`src/hw/rtl/nlp_pkg.sv`:
```
// ----------------------------------------------------------------------------
// nlp_pkg
// Shared types and constants for the next lexicographic permutation block.
// ----------------------------------------------------------------------------
`default_nettype none

package nlp_pkg;

    // Sequence geometry, fixed by the word layout below.
    localparam int MAX_ELEMS = 8;
    localparam int ELEM_BITS = 8;
    localparam int LEN_BITS  = 4;
    localparam int IDX_BITS  = $clog2(MAX_ELEMS);

    typedef logic [ELEM_BITS-1:0] elem_t;
    typedef logic [LEN_BITS-1:0]  len_t;
    typedef logic [IDX_BITS-1:0]  idx_t;
    typedef elem_t [MAX_ELEMS-1:0] seq_t;
    typedef logic [MAX_ELEMS-2:0] asc_t;

    // Input word.
    typedef struct packed {
        elem_t elem_0;
        elem_t elem_1;
        elem_t elem_2;
        elem_t elem_3;
        elem_t elem_4;
        elem_t elem_5;
        elem_t elem_6;
        elem_t elem_7;
        len_t  length;
    } in_word_t;

    // Result word.
    typedef struct packed {
        elem_t out_0;
        elem_t out_1;
        elem_t out_2;
        elem_t out_3;
        elem_t out_4;
        elem_t out_5;
        elem_t out_6;
        elem_t out_7;
        logic  has_next;
    } out_word_t;

    // Word handed from the scan stages to the swap stages.
    typedef struct packed {
        logic valid;
        seq_t seq;
        len_t n;
        idx_t pivot;
        logic found;
    } scan_t;

    // Gathers the elements of an input word into an indexed sequence.
    function automatic seq_t to_seq(input in_word_t w);
        seq_t s;
        s[0] = w.elem_0;
        s[1] = w.elem_1;
        s[2] = w.elem_2;
        s[3] = w.elem_3;
        s[4] = w.elem_4;
        s[5] = w.elem_5;
        s[6] = w.elem_6;
        s[7] = w.elem_7;
        return s;
    endfunction

    // Builds a result word from an indexed sequence and the flag.
    function automatic out_word_t from_seq(input seq_t s, input logic flag);
        out_word_t w;
        w.out_0    = s[0];
        w.out_1    = s[1];
        w.out_2    = s[2];
        w.out_3    = s[3];
        w.out_4    = s[4];
        w.out_5    = s[5];
        w.out_6    = s[6];
        w.out_7    = s[7];
        w.has_next = flag;
        return w;
    endfunction

endpackage

`default_nettype wire

```
`src/hw/rtl/nlp_scan.sv`:
```
// ----------------------------------------------------------------------------
// nlp_scan
// First two pipeline stages: ascent compares, then the rightmost-ascent
// priority encoder that locates the pivot.
// ----------------------------------------------------------------------------
`default_nettype none

module nlp_scan (
    input  wire logic              clk,
    input  wire logic              rst_n,
    input  wire logic              in_valid,
    input  wire nlp_pkg::in_word_t in_word,
    output nlp_pkg::scan_t         scan
);

    // Stage 1 registers.
    logic              s1_valid_reg;
    nlp_pkg::seq_t     s1_seq_reg;
    nlp_pkg::len_t     s1_n_reg;
    nlp_pkg::asc_t     s1_asc_reg;

    nlp_pkg::seq_t     s1_seq_next;
    nlp_pkg::len_t     s1_n_next;
    nlp_pkg::asc_t     s1_asc_next;

    // Stage 2 register.
    nlp_pkg::scan_t    s2_reg;
    nlp_pkg::scan_t    s2_next;

    // Saturate the count and compare each neighboring pair inside it.
    always_comb
    begin
        s1_seq_next = nlp_pkg::to_seq(in_word);
        if (in_word.length > nlp_pkg::LEN_BITS'(nlp_pkg::MAX_ELEMS))
        begin
            s1_n_next = nlp_pkg::LEN_BITS'(nlp_pkg::MAX_ELEMS);
        end
        else
        begin
            s1_n_next = in_word.length;
        end
        for (int k = 0; k < nlp_pkg::MAX_ELEMS - 1; k++)
        begin
            s1_asc_next[k] = (nlp_pkg::LEN_BITS'(k + 1) < s1_n_next) &&
                             (s1_seq_next[k] < s1_seq_next[k + 1]);
        end
    end

    always_ff @(posedge clk or negedge rst_n)
    begin
        if (!rst_n)
        begin
            s1_valid_reg <= 1'b0;
        end
        else
        begin
            s1_valid_reg <= in_valid;
        end
    end

    always_ff @(posedge clk)
    begin
        s1_seq_reg <= s1_seq_next;
        s1_n_reg   <= s1_n_next;
        s1_asc_reg <= s1_asc_next;
    end

    // The pivot is the rightmost ascent.
    always_comb
    begin
        s2_next.valid = s1_valid_reg;
        s2_next.seq   = s1_seq_reg;
        s2_next.n     = s1_n_reg;
        s2_next.pivot = '0;
        s2_next.found = 1'b0;
        for (int k = 0; k < nlp_pkg::MAX_ELEMS - 1; k++)
        begin
            if (s1_asc_reg[k])
            begin
                s2_next.pivot = nlp_pkg::IDX_BITS'(k);
                s2_next.found = 1'b1;
            end
        end
    end

    always_ff @(posedge clk or negedge rst_n)
    begin
        if (!rst_n)
        begin
            s2_reg <= '0;
        end
        else
        begin
            s2_reg <= s2_next;
        end
    end

    assign scan = s2_reg;

endmodule

`default_nettype wire

```
`src/hw/rtl/next_lexicographic_permutation.sv`:
```
// ----------------------------------------------------------------------------
// next_lexicographic_permutation
// Returns the next arrangement of a short sequence in lexicographic order.
// ----------------------------------------------------------------------------
//
//  Channel   Ports                  Handshake
//  input     start, busy, data      word taken when start is high, busy low
//  result    done, result           word shown for one cycle with done high
//
//  Every word passes four register stages: ascent compares, pivot encoder,
//  successor search, then swap and reversal. Done rises together with the
//  result word; both are registered in the swap and reversal stage.
//  A new word may enter on every cycle; busy is always low.
//  Reset clears the valid bits of all four stages and the scan words that
//  carry them; other data registers keep whatever they hold.
//  The receiver cannot stall, so nothing is held back.
// ----------------------------------------------------------------------------
`default_nettype none

module next_lexicographic_permutation (
    input  wire logic               clk,
    input  wire logic               rst_n,
    input  wire logic               start,
    output logic                    busy,
    input  wire nlp_pkg::in_word_t  data,
    output logic                    done,
    output nlp_pkg::out_word_t      result
);

    localparam int SUM_BITS = nlp_pkg::LEN_BITS + 1;

    nlp_pkg::scan_t     scan;

    // Stage 3 registers.
    nlp_pkg::scan_t     s3_reg;
    nlp_pkg::idx_t      s3_pick_reg;
    nlp_pkg::idx_t      s3_pick_next;
    nlp_pkg::elem_t     piv_val;

    // Stage 4 registers.
    logic               done_reg;
    nlp_pkg::out_word_t result_reg;
    nlp_pkg::out_word_t result_next;
    nlp_pkg::seq_t      perm;
    logic [SUM_BITS-1:0] mirror;
    nlp_pkg::idx_t      src;

    assign busy = 1'b0;

    nlp_scan u_scan (
        .clk      (clk),
        .rst_n    (rst_n),
        .in_valid (start && !busy),
        .in_word  (data),
        .scan     (scan)
    );

    // Rightmost element of the suffix that is larger than the pivot.
    always_comb
    begin
        piv_val      = scan.seq[scan.pivot];
        s3_pick_next = scan.pivot + nlp_pkg::IDX_BITS'(1);
        for (int k = 0; k < nlp_pkg::MAX_ELEMS; k++)
        begin
            if ((nlp_pkg::IDX_BITS'(k) > scan.pivot) &&
                (nlp_pkg::LEN_BITS'(k) < scan.n) &&
                (scan.seq[k] > piv_val))
            begin
                s3_pick_next = nlp_pkg::IDX_BITS'(k);
            end
        end
    end

    always_ff @(posedge clk or negedge rst_n)
    begin
        if (!rst_n)
        begin
            s3_reg <= '0;
        end
        else
        begin
            s3_reg <= scan;
        end
    end

    always_ff @(posedge clk)
    begin
        s3_pick_reg <= s3_pick_next;
    end

    // Swap the pivot with its successor and reverse the suffix in one
    // mapping: each suffix slot reads its mirrored slot of the swapped
    // sequence.
    always_comb
    begin
        perm   = s3_reg.seq;
        mirror = '0;
        src    = '0;
        if (s3_reg.found)
        begin
            for (int k = 0; k < nlp_pkg::MAX_ELEMS; k++)
            begin
                mirror = SUM_BITS'(s3_reg.n) + SUM_BITS'(s3_reg.pivot) -
                         SUM_BITS'(k);
                src    = mirror[nlp_pkg::IDX_BITS-1:0];
                if (nlp_pkg::IDX_BITS'(k) == s3_reg.pivot)
                begin
                    perm[k] = s3_reg.seq[s3_pick_reg];
                end
                else if ((nlp_pkg::IDX_BITS'(k) > s3_reg.pivot) &&
                         (nlp_pkg::LEN_BITS'(k) < s3_reg.n))
                begin
                    if (src == s3_pick_reg)
                    begin
                        perm[k] = s3_reg.seq[s3_reg.pivot];
                    end
                    else
                    begin
                        perm[k] = s3_reg.seq[src];
                    end
                end
            end
        end
        result_next = nlp_pkg::from_seq(perm, s3_reg.found);
    end

    always_ff @(posedge clk or negedge rst_n)
    begin
        if (!rst_n)
        begin
            done_reg <= 1'b0;
        end
        else
        begin
            done_reg <= s3_reg.valid;
        end
    end

    always_ff @(posedge clk)
    begin
        result_reg <= result_next;
    end

    assign done   = done_reg;
    assign result = result_reg;

    // A found pivot always has at least one element after it in the count.
    a_pivot_in_range: assert property (@(posedge clk) disable iff (!rst_n)
        scan.valid && scan.found |->
            (SUM_BITS'(scan.pivot) + SUM_BITS'(1)) < SUM_BITS'(scan.n))
        else $error("pivot outside the counted elements");

    // The successor lies after the pivot and inside the count.
    a_pick_in_range: assert property (@(posedge clk) disable iff (!rst_n)
        s3_reg.valid && s3_reg.found |->
            (s3_pick_reg > s3_reg.pivot) &&
            (nlp_pkg::LEN_BITS'(s3_pick_reg) < s3_reg.n))
        else $error("successor index outside the suffix");

    // The successor is strictly larger than the pivot.
    a_pick_larger: assert property (@(posedge clk) disable iff (!rst_n)
        s3_reg.valid && s3_reg.found |->
            s3_reg.seq[s3_pick_reg] > s3_reg.seq[s3_reg.pivot])
        else $error("successor not larger than pivot");

    // A result strobe comes only from a scanned word, through the stage 3 register and then the done register.
    a_done_follows_scan: assert property (@(posedge clk) disable iff (!rst_n)
        done |-> $past(scan.valid, 2))
        else $error("result strobe without a scanned word");

endmodule

`default_nettype wire
```
`config.mk`:
```
export PLATFORM = sky130hd
export DESIGN_NAME = next_lexicographic_permutation
export DESIGN_NICKNAME = d
export VERILOG_FILES = /design/src/hw/rtl/nlp_pkg.sv /design/src/hw/rtl/nlp_scan.sv /design/src/hw/rtl/next_lexicographic_permutation.sv
export SDC_FILE = /design/constraint.sdc
export NUM_CORES = 1
export LEC_CHECK = 0
export ABC_AREA = 1
export BUFFER_PORTS_ARGS = -buffer_cell sky130_fd_sc_hd__buf_2
export CORE_MARGIN = 8
export CORE_UTILIZATION = 65
export DETAILED_ROUTE_END_ITERATION = 12
export PLACE_DENSITY = 0.88
export RECOVER_POWER = 100
export SLEW_MARGIN = 20
export SYNTH_ARGS = -nofsm -noshare
export SYNTH_HDL_FRONTEND = slang
export SYNTH_SLANG_ARGS = --single-unit
```
`constraint.sdc`:
```
create_clock -name clk -period 9.7 [get_ports clk]
set_clock_uncertainty 0.2 [all_clocks]
set_input_delay 0.97 -clock clk [delete_from_list [all_inputs] [get_ports clk]]
set_output_delay 0.97 -clock clk [all_outputs]
set_load 0.005 [all_outputs]
```
==> flow_summary.yaml <==
outcome:
  outcome: "finished with violations"
  failed_checks: "max-capacitance violations, max-slew violations"
worst_hold_path:
  min_from: "u_scan.s1_seq_reg[30]"
  min-delay-path-class: "flip-flop to flip-flop"
clock_network:
  clkLatencyLatePin_ns: 0.58
  clockRootBuffer: "clkbuf_16"
  postCtsSetupBuffers: 0
  ctsResizeCount: 0
  cts_buffers: 28
  tritoncts: "done"
  clkTransAtPathRegs_ns: 0.07
  postCtsHoldBufs: 0
  clock-sinks: 291
  cts_buffer_depth: 3
  htreeDepth: 1
critical_path:
  path_max_fanout: 38
  crit_required_ns: 9.96
  cp_cell_sequence: "ha_1 -> fa_1 -> clkbuf_1 -> clkinv_1 -> ha_1 -> inv_1 -> nand2_1 -> a21oi_1 -> clkbuf_1 -> nand2_1 -> nand2_1 -> o211ai_1 -> nand2_1 -> nand2_1"
  r2r_end: "result[7]"
  arrival_ns: 7.07
  cp_num_cells: 14
  crit_path_start: "s3_reg[1]"
  cpMostUsedCell: "nand2_1"
  path_class: "flip-flop to flip-flop"
  slowest_delay_ns: 1.10
  reg2reg_slack_ns: 2.89
  crit_path_end_kind: "flip-flop"
  r2r-start: "s3_reg[1]"
  ff2ff_path_depth: 14
  critPathLaunchType: "flip-flop"
  cp_top_family: "buffers and inverters"
  cp_num_buf_inv: 4
  crit_end: "result[7]"
  critPathSlowestCell: "clkinv_1"
floorplan:
  row_count: 57
  initial_core_util: 0.662
  die_h_um: 173
  pin_count: 138
  die_w_um: 173
  dieArea_um2: 30100
  core_area_um2: 24300
timing:
  period_needed_ns: 6.81
  period_share: 0.702
  tightestPinTransition_ns: 4.60
  hold_viol: 0
  timing.hold.ws_ns: 0.124
  slew_violations: 129
  setup_violations: 0
  slew_headroom: -2.07
  tns_ns: 0
  rsz0062_at_grt: "false"
  max_freq_mhz: 147
power_and_ir_drop:
  peakVddDrop_mv: 0.212
  power.density_nw_per_um2: 282
  leakage_nw: 8.49
  fin_total_pwr_mw: 4.99
synthesis:
  synthDominantCellAreaShare: 0.230
  ys_warn_count: 0
  syn-num-nets: 2384
  seq_area_frac_synth: 0.408
  synth.avg_cell_area_um2: 7.35
  synth_top_flop_cell: "dfrtp_1"
  async_flop_share: 0.509
  syn_inst: 2192
  syn_area_um2: 16100
  ys_seq_elements: 291
  ys_types: 45
  synth_edf_count: 0
  synth_top_area_cell: "dfrtp_1"
  synth_area_leaders: "dfrtp_1 (23%), dfxtp_1 (18%), nand2_1 (15%)"
layout:
  final_layout_size_suffix_gt1_frac: 0.0513
  fin_nets: 2470
  multi_input_area_um2: 8340
  synthToLayoutAreaGrowth_pct: 9.72
  layout_common_cells: "nand2_1 (648), o21ai_0 (285), inv_1 (192)"
  layout_commonest_cell: "nand2_1"
  stdcell_count: 2625
  largest_register_ffs: 73
  fillers: 1838
  finish.instance_area_um2: 17700
  ff_latch_area_um2: 6570
place:
  hpwl_um: 45400
  post_dp_cell_area_um2: 16900
  routabilityCongestion: 1.10
  dp.cells: 2572
  io_buffer_count: 136
drt:
  routed_wl_um: 68500
  num_vias: 17287
  wl_met1_um: 22500
  drt_iter0_drc: 3029
  first_pass_iters: 7
  route.detailed.drc: 0
  wl_per_cell_um: 26.1
  antenna_left: 0
  met2WireLength_um: 29600
  vias_per_cell: 6.59
  highest-signal-layer: "met5"
  wl_met3_um: 9100
global_route:
  grt_first_pass_wirelength_um: 102000
  first_global_vias: 16699
  antenna_found_initial: 2
  grt_usage: 0.442
  grt_overflow_total: 0
  grt_max_degree: 109
run:
  maxCapViolCount: 2
[layout make-up]
class,instances,share of cell area
flip-flops and latches,291,0.371
inverters,199,0.0423
clock buffers,32,0.0428
clock inverters,20,0.0130
repair buffers,150,0.0358
well taps,324,0.0229
multi-input cells,1608,0.472
diodes,1,0.000142
[worst register-to-register path, stage by stage (launching register included)]
cell	delay (ns)
dfrtp_1	0.69
ha_1	0.40
fa_1	0.48
clkbuf_1	1.01
clkinv_1	1.10
ha_1	0.84
inv_1	0.43
nand2_1	0.09
a21oi_1	0.38
clkbuf_1	0.43
nand2_1	0.31
nand2_1	0.12
o211ai_1	0.09
nand2_1	0.09
nand2_1	0.05
[synthesized netlist by cell type, types with 5 or more instances]
cell / count
ha_1: 120
buf_2: 27
o21ai_0: 282
o22ai_1: 7
nand3_1: 112
o21a_1: 7
nand4_1: 9
nand2_1: 637
o211ai_1: 32
a21oi_1: 186
nor3_1: 23
inv_2: 6
dfrtp_1: 148
nand2_2: 16
o21ai_1: 10
a211oi_1: 13
nor2_2: 5
inv_1: 192
nor2_1: 112
clkbuf_1: 57
dfxtp_1: 143
[logic make-up after synthesis]
kind of cell,synth area share
XOR/XNOR,0.00210
flip-flops,0.408
buffers and inverters,0.0732
other,0.000233
AND/OR/NAND/NOR,0.237
adder cells (fa/ha/maj),0.0944
AO/OA/AOI/OAI,0.185
[worst min path at each step]
stage | end | slack, ns | depth (start not counted)
after floorplan | u_scan.scan[10] | 0.12 | 0
after detailed placement | u_scan.scan[30] | 0.12 | 0
after global placement | u_scan.scan[18] | 0.12 | 0
final | u_scan.scan[38] | 0.12 | 0
after global routing | u_scan.scan[38] | 0.13 | 0
after CTS | u_scan.scan[6] | 0.12 | 0
[metrics by stage]
step                      setup slack [ns]  utilization
after floorplan                       6.25            -
after global placement                4.55        0.694
after detailed placement              4.48        0.694
after CTS                             4.47        0.735
after global routing                  2.43        0.727
final                                 2.89        0.727
[per-layer routing]
metal  vias up  global-route usage
li1       7438                   -
met1      7800               0.496
met2      1526               0.678
met3       519               0.138
met4         4               0.378
met5         -                   0
[power breakdown]
group / switching (mW) / total (mW) / internal, mW / leakage (nW)
combinational: 1.70 / 2.32 / 0.617 / 5.09
sequential: 0.138 / 1.50 / 1.36 / 2.93
clock: 0.520 / 1.17 / 0.653 / 0.464
Power figures use the tool's default switching activity.
